File: src/sv/knn_pkg.sv
// ----------------------------------------------------------------------------
// knn_pkg
// Shared codes, constants and controller/datapath interface types of the
// k-nearest-neighbor top-k selector.
// ----------------------------------------------------------------------------
package knn_pkg;

   localparam int ID_BITS       = 32;
   localparam int FUNC_BITS     = 2;
   localparam int K_BITS        = 5;
   localparam int DIM_BITS      = 2;
   localparam int DRAIN_LIMIT   = 16;
   localparam int CSR_DATA_BITS = 32;
   localparam int CSR_ADDR_BITS = 3;

   localparam logic [FUNC_BITS-1:0] FUNC_START = 2'd0;
   localparam logic [FUNC_BITS-1:0] FUNC_OFFER = 2'd1;
   localparam logic [FUNC_BITS-1:0] FUNC_DRAIN = 2'd2;

   localparam logic [DIM_BITS-1:0] DIM_3D    = 2'd3;
   localparam logic [DIM_BITS-1:0] DIM_RESET = 2'd2;
   localparam logic [K_BITS-1:0]   K_RESET   = 5'd1;

   localparam logic REG_K_COUNT    = 1'b0;
   localparam logic REG_DIMENSIONS = 1'b1;

   typedef struct packed {
      logic capture;
      logic start;
      logic scan_init;
      logic scan_run;
      logic commit;
      logic drain_read;
      logic load_row;
      logic load_empty;
   } knn_cmd_type;

   typedef struct packed {
      logic scan_done;
      logic drain_empty;
      logic drain_last;
      logic out_free;
   } knn_sts_type;

endpackage

File: src/sv/knn_ram.sv
// ----------------------------------------------------------------------------
// knn_ram
// Generic simple dual-port RAM, one write and one registered read per cycle.
// ----------------------------------------------------------------------------
module knn_ram #(
   parameter int WIDTH = 8,
   parameter int DEPTH = 16,
   localparam int ADDR_BITS = (DEPTH > 1) ? $clog2(DEPTH) : 1
) (
   input  logic                 clock,
   input  logic                 wr_en,
   input  logic [ADDR_BITS-1:0] wr_addr,
   input  logic [WIDTH-1:0]     wr_data,
   input  logic                 rd_en,
   input  logic [ADDR_BITS-1:0] rd_addr,
   output logic [WIDTH-1:0]     rd_data
);

   logic [WIDTH-1:0] mem_ff [DEPTH];
   logic [WIDTH-1:0] rd_data_ff;

   always_ff @(posedge clock) begin
      if (wr_en) begin
         mem_ff[wr_addr] <= wr_data;
      end
      if (rd_en) begin
         rd_data_ff <= mem_ff[rd_addr];
      end
   end

   assign rd_data = rd_data_ff;

endmodule

File: src/sv/knn_ctrl.sv
// ----------------------------------------------------------------------------
// knn_ctrl
// Sequencer of the top-k selector: takes one transaction at a time and steps
// the datapath through distance, slot scan, commit and drain.
// ----------------------------------------------------------------------------
module knn_ctrl (
   input  logic                            clock,
   input  logic                            reset,
   input  logic                            req_valid,
   input  logic [knn_pkg::FUNC_BITS-1:0]   req_func,
   output logic                            req_ready,
   input  knn_pkg::knn_sts_type            sts,
   output knn_pkg::knn_cmd_type            cmd
);
   import knn_pkg::*;

   typedef enum logic [3:0] {
      ST_IDLE,
      ST_DIST1,
      ST_DIST2,
      ST_DIST3,
      ST_SCAN,
      ST_COMMIT,
      ST_DRAIN_RD,
      ST_DRAIN_WAIT,
      ST_EMPTY
   } state_type;

   state_type state_ff;
   state_type state_in;
   logic      accept;

   assign req_ready = (state_ff == ST_IDLE);
   assign accept    = req_valid && req_ready;

   always_comb begin
      state_in = state_ff;
      cmd      = '0;
      unique case (state_ff)
         ST_IDLE: begin
            if (accept) begin
               cmd.capture = 1'b1;
               unique case (req_func)
                  FUNC_START: cmd.start = 1'b1;
                  FUNC_OFFER: state_in = ST_DIST1;
                  FUNC_DRAIN: state_in = ST_DRAIN_RD;
                  default:    state_in = ST_IDLE;
               endcase
            end
         end
         ST_DIST1: state_in = ST_DIST2;
         ST_DIST2: state_in = ST_DIST3;
         ST_DIST3: begin
            cmd.scan_init = 1'b1;
            state_in      = ST_SCAN;
         end
         ST_SCAN: begin
            if (sts.scan_done) begin
               state_in = ST_COMMIT;
            end else begin
               cmd.scan_run = 1'b1;
            end
         end
         ST_COMMIT: begin
            if (sts.out_free) begin
               cmd.commit = 1'b1;
               state_in   = ST_IDLE;
            end
         end
         ST_DRAIN_RD: begin
            if (sts.drain_empty) begin
               state_in = ST_EMPTY;
            end else begin
               cmd.drain_read = 1'b1;
               state_in       = ST_DRAIN_WAIT;
            end
         end
         ST_DRAIN_WAIT: begin
            if (sts.out_free) begin
               cmd.load_row = 1'b1;
               state_in     = sts.drain_last ? ST_IDLE : ST_DRAIN_RD;
            end
         end
         ST_EMPTY: begin
            if (sts.out_free) begin
               cmd.load_empty = 1'b1;
               state_in       = ST_IDLE;
            end
         end
         default: state_in = ST_IDLE;
      endcase
   end

   always_ff @(posedge clock) begin
      if (reset) begin
         state_ff <= ST_IDLE;
      end else begin
         state_ff <= state_in;
      end
   end

endmodule

File: src/sv/knn_dpath.sv
// ----------------------------------------------------------------------------
// knn_dpath
// Datapath of the top-k selector: query registers, squared-distance pipeline,
// slot memory with worst / second-worst scan, commit logic and result register.
// ----------------------------------------------------------------------------
module knn_dpath #(
   parameter int MAX_K      = 16,
   parameter int COORD_BITS = 16,
   localparam int DIST_BITS = 2 * COORD_BITS + 2
) (
   input  logic                               clock,
   input  logic                               reset,
   input  knn_pkg::knn_cmd_type               cmd,
   output knn_pkg::knn_sts_type               sts,
   input  logic signed [COORD_BITS-1:0]       req_coord_x,
   input  logic signed [COORD_BITS-1:0]       req_coord_y,
   input  logic signed [COORD_BITS-1:0]       req_coord_z,
   input  logic [knn_pkg::ID_BITS-1:0]        req_item_id,
   input  logic [knn_pkg::K_BITS-1:0]         k_count,
   input  logic [knn_pkg::DIM_BITS-1:0]       dimensions,
   input  logic                               rsp_ready,
   output logic                               rsp_valid,
   output logic                               rsp_accepted,
   output logic                               rsp_bound_valid,
   output logic [DIST_BITS-1:0]               rsp_bound_sq_dist,
   output logic                               rsp_row_valid,
   output logic [knn_pkg::ID_BITS-1:0]        rsp_row_query_id,
   output logic [knn_pkg::ID_BITS-1:0]        rsp_row_neighbor_id,
   output logic [DIST_BITS-1:0]               rsp_row_sq_dist,
   output logic                               rsp_last_row
);
   import knn_pkg::*;

   localparam int DIFF_BITS = COORD_BITS + 1;
   localparam int SQ_BITS   = 2 * COORD_BITS;
   localparam int FILL_BITS = $clog2(MAX_K + 1);
   localparam int ADDR_BITS = (MAX_K > 1) ? $clog2(MAX_K) : 1;
   localparam int ROW_BITS  = ID_BITS + DIST_BITS;

   function automatic logic ranks_before(input logic [DIST_BITS-1:0] da,
                                         input logic [ID_BITS-1:0]   ia,
                                         input logic [DIST_BITS-1:0] db,
                                         input logic [ID_BITS-1:0]   ib);
      return (da != db) ? (da < db) : (ia < ib);
   endfunction

   function automatic logic [FILL_BITS-1:0] idx_next_fill(input logic [FILL_BITS-1:0] f);
      return f + FILL_BITS'(1);
   endfunction

   // item and query
   logic signed [COORD_BITS-1:0] item_x_ff, item_y_ff, item_z_ff;
   logic [ID_BITS-1:0]           item_id_ff;
   logic signed [COORD_BITS-1:0] query_x_ff, query_y_ff, query_z_ff;
   logic [ID_BITS-1:0]           query_id_ff;

   // distance pipeline
   logic signed [DIFF_BITS-1:0]   diff_x_ff, diff_y_ff, diff_z_ff;
   logic signed [DIFF_BITS-1:0]   diff_x_in, diff_y_in, diff_z_in;
   logic signed [2*DIFF_BITS-1:0] prod_x, prod_y, prod_z;
   logic [SQ_BITS-1:0]            sq_x_ff, sq_y_ff, sq_z_ff;
   logic [DIST_BITS-1:0]          cand_d_ff, cand_d_in;

   // list state and scan
   logic [FILL_BITS-1:0] fill_ff, fill_in;
   logic [FILL_BITS-1:0] idx_ff, idx_in, idx_next;
   logic                 pend_ff, pend_in;
   logic [ADDR_BITS-1:0] pend_idx_ff, pend_idx_in;
   logic                 dup_ff, dup_in;
   logic                 w1_valid_ff, w1_valid_in;
   logic [DIST_BITS-1:0] w1_d_ff, w1_d_in;
   logic [ID_BITS-1:0]   w1_id_ff, w1_id_in;
   logic [ADDR_BITS-1:0] w1_idx_ff, w1_idx_in;
   logic                 w2_valid_ff, w2_valid_in;
   logic [DIST_BITS-1:0] w2_d_ff, w2_d_in;
   logic [ID_BITS-1:0]   w2_id_ff, w2_id_in;
   logic                 scan_issue;

   // memory port
   logic                 rd_en, wr_en;
   logic [ADDR_BITS-1:0] wr_addr;
   logic [ROW_BITS-1:0]  rd_data, wr_data;
   logic [ID_BITS-1:0]   rd_id;
   logic [DIST_BITS-1:0] rd_d;

   // commit
   logic [FILL_BITS-1:0] k_eff, drain_n, new_fill;
   logic                 can_append, cand_before_w1, do_append, do_replace, full_new;
   logic [DIST_BITS-1:0] bound_d;

   // result register
   logic                 rsp_valid_ff, rsp_valid_in;
   logic                 rsp_accepted_ff, rsp_bound_valid_ff, rsp_row_valid_ff, rsp_last_row_ff;
   logic [DIST_BITS-1:0] rsp_bound_sq_dist_ff, rsp_row_sq_dist_ff;
   logic [ID_BITS-1:0]   rsp_row_query_id_ff, rsp_row_neighbor_id_ff;
   logic                 out_free, out_load;

   always_ff @(posedge clock) begin
      if (cmd.capture) begin
         item_x_ff  <= req_coord_x;
         item_y_ff  <= req_coord_y;
         item_z_ff  <= req_coord_z;
         item_id_ff <= req_item_id;
      end
   end

   always_ff @(posedge clock) begin
      if (reset) begin
         query_x_ff  <= '0;
         query_y_ff  <= '0;
         query_z_ff  <= '0;
         query_id_ff <= '0;
      end else if (cmd.start) begin
         query_x_ff  <= req_coord_x;
         query_y_ff  <= req_coord_y;
         query_z_ff  <= req_coord_z;
         query_id_ff <= req_item_id;
      end
   end

   always_comb begin
      diff_x_in = {item_x_ff[COORD_BITS-1], item_x_ff} - {query_x_ff[COORD_BITS-1], query_x_ff};
      diff_y_in = {item_y_ff[COORD_BITS-1], item_y_ff} - {query_y_ff[COORD_BITS-1], query_y_ff};
      if (dimensions == DIM_3D) begin
         diff_z_in = {item_z_ff[COORD_BITS-1], item_z_ff}
                   - {query_z_ff[COORD_BITS-1], query_z_ff};
      end else begin
         diff_z_in = '0;
      end
      prod_x    = diff_x_ff * diff_x_ff;
      prod_y    = diff_y_ff * diff_y_ff;
      prod_z    = diff_z_ff * diff_z_ff;
      cand_d_in = DIST_BITS'(sq_x_ff) + DIST_BITS'(sq_y_ff) + DIST_BITS'(sq_z_ff);
   end

   always_ff @(posedge clock) begin
      diff_x_ff <= diff_x_in;
      diff_y_ff <= diff_y_in;
      diff_z_ff <= diff_z_in;
      sq_x_ff   <= prod_x[SQ_BITS-1:0];
      sq_y_ff   <= prod_y[SQ_BITS-1:0];
      sq_z_ff   <= prod_z[SQ_BITS-1:0];
      cand_d_ff <= cand_d_in;
   end

   assign rd_id = rd_data[ROW_BITS-1 -: ID_BITS];
   assign rd_d  = rd_data[DIST_BITS-1:0];

   always_comb begin
      if (k_count == '0) begin
         k_eff = FILL_BITS'(1);
      end else if (int'(k_count) > MAX_K) begin
         k_eff = FILL_BITS'(MAX_K);
      end else begin
         k_eff = FILL_BITS'(k_count);
      end
      drain_n  = (int'(fill_ff) > DRAIN_LIMIT) ? FILL_BITS'(DRAIN_LIMIT) : fill_ff;
      idx_next = idx_ff + FILL_BITS'(1);
   end

   // scan of held rows, one per cycle, keeping worst and second worst
   always_comb begin
      scan_issue  = cmd.scan_run && (idx_ff < fill_ff);
      rd_en       = scan_issue || cmd.drain_read;
      idx_in      = idx_ff;
      pend_in     = pend_ff;
      pend_idx_in = pend_idx_ff;
      dup_in      = dup_ff;
      w1_valid_in = w1_valid_ff;
      w1_d_in     = w1_d_ff;
      w1_id_in    = w1_id_ff;
      w1_idx_in   = w1_idx_ff;
      w2_valid_in = w2_valid_ff;
      w2_d_in     = w2_d_ff;
      w2_id_in    = w2_id_ff;
      if (cmd.capture) begin
         idx_in = '0;
      end else if (scan_issue || cmd.load_row) begin
         idx_in = idx_next;
      end
      if (scan_issue) begin
         pend_idx_in = idx_ff[ADDR_BITS-1:0];
      end
      if (cmd.scan_init) begin
         pend_in     = 1'b0;
         dup_in      = 1'b0;
         w1_valid_in = 1'b0;
         w2_valid_in = 1'b0;
      end else if (cmd.scan_run) begin
         pend_in = scan_issue;
         if (pend_ff) begin
            if (rd_id == item_id_ff) begin
               dup_in = 1'b1;
            end
            if (!w1_valid_ff || ranks_before(w1_d_ff, w1_id_ff, rd_d, rd_id)) begin
               w2_valid_in = w1_valid_ff;
               w2_d_in     = w1_d_ff;
               w2_id_in    = w1_id_ff;
               w1_valid_in = 1'b1;
               w1_d_in     = rd_d;
               w1_id_in    = rd_id;
               w1_idx_in   = pend_idx_ff;
            end else if (!w2_valid_ff || ranks_before(w2_d_ff, w2_id_ff, rd_d, rd_id)) begin
               w2_valid_in = 1'b1;
               w2_d_in     = rd_d;
               w2_id_in    = rd_id;
            end
         end
      end
   end

   // insert or replace, and the bound after the update
   always_comb begin
      can_append     = fill_ff < k_eff;
      cand_before_w1 = ranks_before(cand_d_ff, item_id_ff, w1_d_ff, w1_id_ff);
      do_append      = !dup_ff && can_append;
      do_replace     = !dup_ff && !can_append && w1_valid_ff && cand_before_w1;
      new_fill       = do_append ? idx_next_fill(fill_ff) : fill_ff;
      full_new       = (new_fill >= k_eff) && (new_fill != '0);
      if (!full_new) begin
         bound_d = '0;
      end else if (do_append) begin
         bound_d = (w1_valid_ff && cand_before_w1) ? w1_d_ff : cand_d_ff;
      end else if (do_replace) begin
         bound_d = (w2_valid_ff && !ranks_before(w2_d_ff, w2_id_ff, cand_d_ff, item_id_ff))
                   ? w2_d_ff : cand_d_ff;
      end else begin
         bound_d = w1_d_ff;
      end
      fill_in = fill_ff;
      if (cmd.start) begin
         fill_in = '0;
      end else if (cmd.commit && do_append) begin
         fill_in = new_fill;
      end
      wr_en   = cmd.commit && (do_append || do_replace);
      wr_addr = do_append ? fill_ff[ADDR_BITS-1:0] : w1_idx_ff;
      wr_data = {item_id_ff, cand_d_ff};
   end

   always_ff @(posedge clock) begin
      if (reset) begin
         fill_ff <= '0;
         pend_ff <= 1'b0;
      end else begin
         fill_ff <= fill_in;
         pend_ff <= pend_in;
      end
   end

   always_ff @(posedge clock) begin
      idx_ff      <= idx_in;
      pend_idx_ff <= pend_idx_in;
      dup_ff      <= dup_in;
      w1_valid_ff <= w1_valid_in;
      w1_d_ff     <= w1_d_in;
      w1_id_ff    <= w1_id_in;
      w1_idx_ff   <= w1_idx_in;
      w2_valid_ff <= w2_valid_in;
      w2_d_ff     <= w2_d_in;
      w2_id_ff    <= w2_id_in;
   end

   knn_ram #(
      .WIDTH (ROW_BITS),
      .DEPTH (MAX_K)
   ) u_slots (
      .clock   (clock),
      .wr_en   (wr_en),
      .wr_addr (wr_addr),
      .wr_data (wr_data),
      .rd_en   (rd_en),
      .rd_addr (idx_ff[ADDR_BITS-1:0]),
      .rd_data (rd_data)
   );

   // result register
   assign out_free = !rsp_valid_ff || rsp_ready;
   assign out_load = cmd.commit || cmd.load_row || cmd.load_empty;

   always_comb begin
      if (out_load) begin
         rsp_valid_in = 1'b1;
      end else if (rsp_ready) begin
         rsp_valid_in = 1'b0;
      end else begin
         rsp_valid_in = rsp_valid_ff;
      end
   end

   always_ff @(posedge clock) begin
      if (reset) begin
         rsp_valid_ff <= 1'b0;
      end else begin
         rsp_valid_ff <= rsp_valid_in;
      end
   end

   always_ff @(posedge clock) begin
      priority if (cmd.commit) begin
         rsp_accepted_ff        <= do_append || do_replace;
         rsp_bound_valid_ff     <= full_new;
         rsp_bound_sq_dist_ff   <= bound_d;
         rsp_row_valid_ff       <= 1'b0;
         rsp_row_query_id_ff    <= '0;
         rsp_row_neighbor_id_ff <= '0;
         rsp_row_sq_dist_ff     <= '0;
         rsp_last_row_ff        <= 1'b1;
      end else if (cmd.load_row) begin
         rsp_accepted_ff        <= 1'b0;
         rsp_bound_valid_ff     <= 1'b0;
         rsp_bound_sq_dist_ff   <= '0;
         rsp_row_valid_ff       <= 1'b1;
         rsp_row_query_id_ff    <= query_id_ff;
         rsp_row_neighbor_id_ff <= rd_id;
         rsp_row_sq_dist_ff     <= rd_d;
         rsp_last_row_ff        <= (idx_next == drain_n);
      end else if (cmd.load_empty) begin
         rsp_accepted_ff        <= 1'b0;
         rsp_bound_valid_ff     <= 1'b0;
         rsp_bound_sq_dist_ff   <= '0;
         rsp_row_valid_ff       <= 1'b0;
         rsp_row_query_id_ff    <= '0;
         rsp_row_neighbor_id_ff <= '0;
         rsp_row_sq_dist_ff     <= '0;
         rsp_last_row_ff        <= 1'b1;
      end
   end

   assign rsp_valid           = rsp_valid_ff;
   assign rsp_accepted        = rsp_accepted_ff;
   assign rsp_bound_valid     = rsp_bound_valid_ff;
   assign rsp_bound_sq_dist   = rsp_bound_sq_dist_ff;
   assign rsp_row_valid       = rsp_row_valid_ff;
   assign rsp_row_query_id    = rsp_row_query_id_ff;
   assign rsp_row_neighbor_id = rsp_row_neighbor_id_ff;
   assign rsp_row_sq_dist     = rsp_row_sq_dist_ff;
   assign rsp_last_row        = rsp_last_row_ff;

   assign sts.scan_done   = (idx_ff == fill_ff) && !pend_ff;
   assign sts.drain_empty = (drain_n == '0);
   assign sts.drain_last  = (idx_next == drain_n);
   assign sts.out_free    = out_free;

   a_start_empties: assert property (@(posedge clock) disable iff (reset)
      cmd.start |=> (fill_ff == '0))
      else $error("list not emptied by start");

   a_append_counts: assert property (@(posedge clock) disable iff (reset)
      (cmd.commit && do_append) |=> (fill_ff == $past(fill_ff) + FILL_BITS'(1)))
      else $error("append did not advance the fill count");

   a_load_when_free: assert property (@(posedge clock) disable iff (reset)
      out_load |-> out_free)
      else $error("result register overwritten while pending");

   a_worst_held: assert property (@(posedge clock) disable iff (reset)
      (cmd.commit && w1_valid_ff) |-> (FILL_BITS'(w1_idx_ff) < fill_ff))
      else $error("worst slot outside the held rows");

   a_bound_zero: assert property (@(posedge clock) disable iff (reset)
      (rsp_valid_ff && !rsp_bound_valid_ff) |-> (rsp_bound_sq_dist_ff == '0))
      else $error("bound reported without a full list");

endmodule

File: src/sv/knn_topk_selector.sv
// ----------------------------------------------------------------------------
// knn_topk_selector
// Keeps the k nearest candidates of one query point by exact squared distance.
// An offer passes from the accepting cycle through three distance stages
// (difference, square, sum), a scan of the held rows through the read port of
// the slot memory at one row per cycle with the registered read of each row
// and a check for the scan end, and a commit that writes the slot and forms
// the bound. A drain reads each row through the registered read of the slot
// memory before it is loaded into the output register, and an empty list
// gives one result. Results wait in an output register, so the next
// transaction is taken while a result is still pending; the commit, each
// drained row and the empty result wait for as long as an earlier result is
// not taken. k_count and dimensions are written through the csr port; the
// user must write them only while idle, the block itself does not enforce it.
// ----------------------------------------------------------------------------
module knn_topk_selector #(
   parameter int MAX_K      = 16,
   parameter int COORD_BITS = 16
) (
   input  logic                                 clock,
   input  logic                                 reset,
   input  logic                                 req_valid,
   output logic                                 req_ready,
   input  logic [knn_pkg::FUNC_BITS-1:0]        req_func,
   input  logic signed [COORD_BITS-1:0]         req_coord_x,
   input  logic signed [COORD_BITS-1:0]         req_coord_y,
   input  logic signed [COORD_BITS-1:0]         req_coord_z,
   input  logic [knn_pkg::ID_BITS-1:0]          req_item_id,
   output logic                                 rsp_valid,
   input  logic                                 rsp_ready,
   output logic                                 rsp_accepted,
   output logic                                 rsp_bound_valid,
   output logic [2*COORD_BITS+1:0]              rsp_bound_sq_dist,
   output logic                                 rsp_row_valid,
   output logic [knn_pkg::ID_BITS-1:0]          rsp_row_query_id,
   output logic [knn_pkg::ID_BITS-1:0]          rsp_row_neighbor_id,
   output logic [2*COORD_BITS+1:0]              rsp_row_sq_dist,
   output logic                                 rsp_last_row,
   input  logic                                 csr_psel,
   input  logic                                 csr_penable,
   input  logic                                 csr_pwrite,
   input  logic [knn_pkg::CSR_ADDR_BITS-1:0]    csr_paddr,
   input  logic [knn_pkg::CSR_DATA_BITS-1:0]    csr_pwdata,
   output logic [knn_pkg::CSR_DATA_BITS-1:0]    csr_prdata,
   output logic                                 csr_pready
);
   import knn_pkg::*;

   logic [K_BITS-1:0]   k_count_ff;
   logic [DIM_BITS-1:0] dimensions_ff;
   logic                csr_write;
   logic                reg_sel;
   knn_cmd_type         cmd;
   knn_sts_type         sts;

   assign csr_pready = 1'b1;
   assign csr_write  = csr_psel && csr_penable && csr_pwrite && csr_pready;
   assign reg_sel    = csr_paddr[2];

   always_ff @(posedge clock) begin
      if (reset) begin
         k_count_ff    <= K_RESET;
         dimensions_ff <= DIM_RESET;
      end else if (csr_write) begin
         unique case (reg_sel)
            REG_K_COUNT:    k_count_ff    <= csr_pwdata[K_BITS-1:0];
            REG_DIMENSIONS: dimensions_ff <= csr_pwdata[DIM_BITS-1:0];
            default:        k_count_ff    <= k_count_ff;
         endcase
      end
   end

   always_comb begin
      unique case (reg_sel)
         REG_K_COUNT:    csr_prdata = CSR_DATA_BITS'(k_count_ff);
         REG_DIMENSIONS: csr_prdata = CSR_DATA_BITS'(dimensions_ff);
         default:        csr_prdata = '0;
      endcase
   end

   knn_ctrl u_ctrl (
      .clock     (clock),
      .reset     (reset),
      .req_valid (req_valid),
      .req_func  (req_func),
      .req_ready (req_ready),
      .sts       (sts),
      .cmd       (cmd)
   );

   knn_dpath #(
      .MAX_K      (MAX_K),
      .COORD_BITS (COORD_BITS)
   ) u_dpath (
      .clock               (clock),
      .reset               (reset),
      .cmd                 (cmd),
      .sts                 (sts),
      .req_coord_x         (req_coord_x),
      .req_coord_y         (req_coord_y),
      .req_coord_z         (req_coord_z),
      .req_item_id         (req_item_id),
      .k_count             (k_count_ff),
      .dimensions          (dimensions_ff),
      .rsp_ready           (rsp_ready),
      .rsp_valid           (rsp_valid),
      .rsp_accepted        (rsp_accepted),
      .rsp_bound_valid     (rsp_bound_valid),
      .rsp_bound_sq_dist   (rsp_bound_sq_dist),
      .rsp_row_valid       (rsp_row_valid),
      .rsp_row_query_id    (rsp_row_query_id),
      .rsp_row_neighbor_id (rsp_row_neighbor_id),
      .rsp_row_sq_dist     (rsp_row_sq_dist),
      .rsp_last_row        (rsp_last_row)
   );

endmodule
File: config.mk
export PLATFORM = sky130hd
export DESIGN_NAME = knn_topk_selector
export DESIGN_NICKNAME = d
export VERILOG_FILES = /design/src/sv/knn_pkg.sv /design/src/sv/knn_ram.sv /design/src/sv/knn_ctrl.sv /design/src/sv/knn_dpath.sv /design/src/sv/knn_topk_selector.sv
export SDC_FILE = /design/constraint.sdc
export NUM_CORES = 2
export LEC_CHECK = 0
export BUFFER_PORTS_ARGS = -buffer_cell sky130_fd_sc_hd__clkbuf_2
export CAP_MARGIN = 30
export CORE_ASPECT_RATIO = 0.5
export CORE_MARGIN = 10
export CORE_UTILIZATION = 48
export CTS_CLUSTER_SIZE = 12
export DETAILED_ROUTE_END_ITERATION = 6
export GPL_ROUTABILITY_DRIVEN = 0
export HOLD_SLACK_MARGIN = 0.08
export PLACE_DENSITY = 0.61
export SLEW_MARGIN = 20
export SYNTH_ARGS = -nofsm -noshare
export SYNTH_HDL_FRONTEND = slang
export SYNTH_HIERARCHICAL = 1
export SYNTH_SLANG_ARGS = --single-unit
File: constraint.sdc
create_clock -name clock -period 9.87 [get_ports clock]
set_input_delay 1.4805 -clock clock [delete_from_list [all_inputs] [get_ports clock]]
set_output_delay 1.4805 -clock clock [all_outputs]
set_load 0.01 [all_outputs]
==> flow_summary.json <==
{
  "cts_hold_buf": 0,
  "clock_skew_ns": 0.0901,
  "netlist_area_um2": 103000,
  "final_common_cell": "edfxtp_1",
  "cts.path.max_buffers": 4,
  "grtUsageTotal_pct": 21.9,
  "timing.reg2reg.setup_slack_ns": 2.63,
  "fin_util_pct": 53.2,
  "rsz0062_at_grt": "no",
  "fmax_mhz": 138,
  "yosysUniqueCellTypes": 97,
  "max_cap_violations": 0,
  "die_h_um": 347,
  "post_cts_resized": 0,
  "cts_inserted_buffers": 177,
  "synth-edff-count": 1378,
  "met2_usage_pct": 36.1,
  "layout_min_cycle_time_ns": 7.24,
  "cts_sinks": 1762,
  "cts_tree": "built",
  "grt-busiest-layer": "met2",
  "synth-main-ff-cell": "edfxtp_1",
  "drv_slew": 0,
  "use_met3_pct": 3.72,
  "required_ns": 10.58,
  "path_cells": "inv_1 > nor2_1 > ha_1 > xor2_1 > fa_1 > fa_1 > inv_1 > fa_1 > fa_1 > inv_1 > fa_1 > inv_1 > ha_1 > a21oi_1 > o21ai_0 > a2111oi_0 > o31ai_1 > a2111oi_2 > o21ai_0 > a21o_1 > a21oi_1 > xnor2_1",
  "path_max_fanout": 17,
  "min_to": "u_dpath/w1_idx_ff[0]$_DFFE_PP_",
  "drt-initial-drc-count": 5031,
  "pin_count": 295,
  "routed_wl_um": 256000,
  "grt_antenna_before_repair": 18,
  "start_util_pct": 48.5,
  "wl_per_cell_um": 23.2,
  "ys.warnings.count": 6,
  "slowest_stage": "dfxtp_1",
  "ant_nets": 0,
  "final_cell_mix": "edfxtp_1, inv_1, fa_1",
  "drive_gt1_share_pct": 11.5,
  "first_global_vias": 63100,
  "route.detailed.drc": 0,
  "status": "finished, final reports clean",
  "clkTransAtPathRegs_ns": 0.06,
  "rr_startpoint": "u_dpath/diff_y_ff[3]$_DFF_P_",
  "hold_slack_ns": 0.421,
  "port_buffers": 237,
  "crit_type": "flip-flop to flip-flop",
  "die_area_um2": 234000,
  "viasPerCell": 5.53,
  "regArea_um2": 49100,
  "grt_pass1_wl_um": 391000,
  "dpl.hpwl_um": 175000,
  "end_kind": "flip-flop",
  "num-fill-cells": 17800,
  "grt_max_degree": 82,
  "fin_crit_sh_pct": 73.4,
  "synth_seq_area_share_pct": 47.8,
  "worstReg2RegEnd": "u_dpath/sq_y_ff[31]$_DFF_P_",
  "std_cell_rows": 119,
  "vias": 61000,
  "crit_path_frequent_cell": "fa_1",
  "grt_overflow_total": 0,
  "insertion_delay_ns": 0.86,
  "worst_pin_slew_ns": 1.14,
  "cts_max_level": 4,
  "multi_input_area_um2": 47600,
  "hold_depth": 0,
  "syn_to_final_growth_pct": 9.73,
  "max_slew_margin_pct": 23.6,
  "firstDrtPassIters": 5,
  "groute.layer.met1.usage_pct": 30.3,
  "post-cts-setup-buffers": 0,
  "hold_viol": 0,
  "fin_setup_tns_ns": 0,
  "min_from": "u_dpath/pend_idx_ff[0]$_DFFE_PP_",
  "synthCells": 7763,
  "setup_viol": 0,
  "cp_slowest_stage_delay_ns": 0.86,
  "coreArea_um2": 212000,
  "cp.arrival_ns": 7.96,
  "async_reset_ff_share_pct": 0,
  "critPathLaunchType": "flip-flop",
  "synth.avg_cell_area_um2": 13.2,
  "hp-class": "flip-flop to flip-flop",
  "r2r_cells": 22,
  "chipWidth_um": 674,
  "fin_nets": 9580,
  "cts-root-buf": "clkbuf_16",
  "synth_seq_cells": 1762
}
-- layer usage --
| layer | wire length, um | up-vias |
|---|---|---|
| met5 | 39 | - |
| met4 | 6170 | 6 |
| met3 | 18400 | 344 |
| met2 | 122000 | 1840 |
| met1 | 109000 | 31300 |
| li1 | - | 27500 |
-- registers in the layout (all words and copies together), names as in the netlist, 17 cells and up --
signal and count:
u_dpath/u_slots/mem_ff 1056, u_dpath/u_slots/rd_data 66, u_dpath/cand_d_ff 34, u_dpath/rsp_bound_sq_dist 34
u_dpath/rsp_row_sq_dist 34, u_dpath/w1_d_ff 34, u_dpath/w2_d_ff 34, u_dpath/item_id_ff 32
u_dpath/query_id_ff 32, u_dpath/rsp_row_neighbor_id 32, u_dpath/rsp_row_query_id 32, u_dpath/w1_id_ff 32
u_dpath/w2_id_ff 32, u_dpath/sq_x_ff 31, u_dpath/sq_y_ff 31, u_dpath/sq_z_ff 31
u_dpath/diff_x_ff 17, u_dpath/diff_y_ff 17, u_dpath/diff_z_ff 17
-- final cells by class --
class | instances | share of cell area [%]
antenna | 2 | 0.00445
sequential | 1762 | 43.6
clock inverter | 11 | 0.118
timing repair buffer | 364 | 1.99
tap | 2843 | 3.16
clock buffer | 306 | 4.52
inverter | 1288 | 4.29
multi-input combinational | 4455 | 42.3
-- critical path, delay by kind of cell (launching register included) --
| kind | cells | cell delay (ns) |
|---|---|---|
| compound gates | 8 | 2.23 |
| xor+xnor | 2 | 0.33 |
| fa+ha+maj | 7 | 2.96 |
| buf+inv | 4 | 0.49 |
| flops | 1 | 0.86 |
| simple gates | 1 | 0.27 |
-- synth_stat cells (12+ instances only) --
library cell | n | share of area (%)
clkbuf_1 | 184 | 0.67
a2111oi_0 | 12 | 0.10
fa_1 | 803 | 16
dfxtp_1 | 384 | 7.5
edfxtp_1 | 1378 | 40
ha_1 | 605 | 7.4
mux2i_1 | 187 | 1.8
buf_2 | 18 | 0.088
o211ai_1 | 21 | 0.15
and2_1 | 175 | 1.1
buf_6 | 13 | 0.14
buf_4 | 47 | 0.34
a31oi_1 | 13 | 0.079
or3_1 | 21 | 0.13
and3_1 | 22 | 0.13
nand2b_1 | 51 | 0.31
a22oi_1 | 134 | 0.98
o21ai_0 | 109 | 0.53
xor2_1 | 83 | 0.71
nand3_1 | 84 | 0.41
nor2b_1 | 76 | 0.46
a211oi_1 | 26 | 0.19
a21oi_1 | 210 | 1.0
nand4_1 | 54 | 0.33
o21a_1 | 22 | 0.16
nor3_1 | 46 | 0.22
o31ai_1 | 13 | 0.095
a22o_1 | 98 | 0.84
xnor2_1 | 160 | 1.4
a21o_1 | 173 | 1.3
mux4_2 | 264 | 5.8
nand2_1 | 398 | 1.5
o21bai_1 | 12 | 0.088
nor4_1 | 22 | 0.13
buf_1 | 19 | 0.070
inv_1 | 1287 | 4.7
nor2_1 | 337 | 1.2
a2111oi_2 | 32 | 0.47
-- stage by stage --
| step | setup WS [ns] | area, um2 | std cells |
|---|---|---|---|
| 2_1_floorplan | 1.61 | 103000 | 7791 |
| 3_3_place_gp | 2.71 | 107000 | 10700 |
| 3_5_place_dp | 2.73 | 107000 | 10700 |
| 4_1_cts | 2.70 | 112000 | 11000 |
| 5_1_grt | 2.12 | 113000 | 11000 |
| 6_report | 2.63 | 113000 | 11000 |
-- worst max-delay path by stage --
stage / startpoint / end / slack (ns)
2_1_floorplan: u_dpath/item_id_ff[10]$_DFFE_PP_ / u_dpath/u_slots/mem_ff[0][0]$_DFFE_PP_ / 1.61
3_3_place_gp: u_dpath/diff_y_ff[3]$_DFF_P_ / u_dpath/sq_y_ff[31]$_DFF_P_ / 2.71
3_5_place_dp: u_dpath/diff_y_ff[3]$_DFF_P_ / u_dpath/sq_y_ff[30]$_DFF_P_ / 2.73
4_1_cts: u_dpath/diff_y_ff[3]$_DFF_P_ / u_dpath/sq_y_ff[30]$_DFF_P_ / 2.70
5_1_grt: u_dpath/diff_y_ff[14]$_DFF_P_ / u_dpath/sq_y_ff[30]$_DFF_P_ / 2.12
6_report: u_dpath/diff_y_ff[3]$_DFF_P_ / u_dpath/sq_y_ff[31]$_DFF_P_ / 2.63
-- kinds of logic after synthesis --
family	after synthesis	share of synthesized area [%]
DFF	1762	47.8
buffers and inverters	1574	6.10
adders and majority gates	1408	23.0
and+or+nand+nor	1339	6.34
AOI/OAI and AO/OA	972	6.86
muxes	462	7.74
xor gates and xnor gates	243	2.07
other	3	0.0110
Power is left out: the tool's default activity adds up to more than one toggle a clock period on the data nets, which glitch-free logic cannot reach.
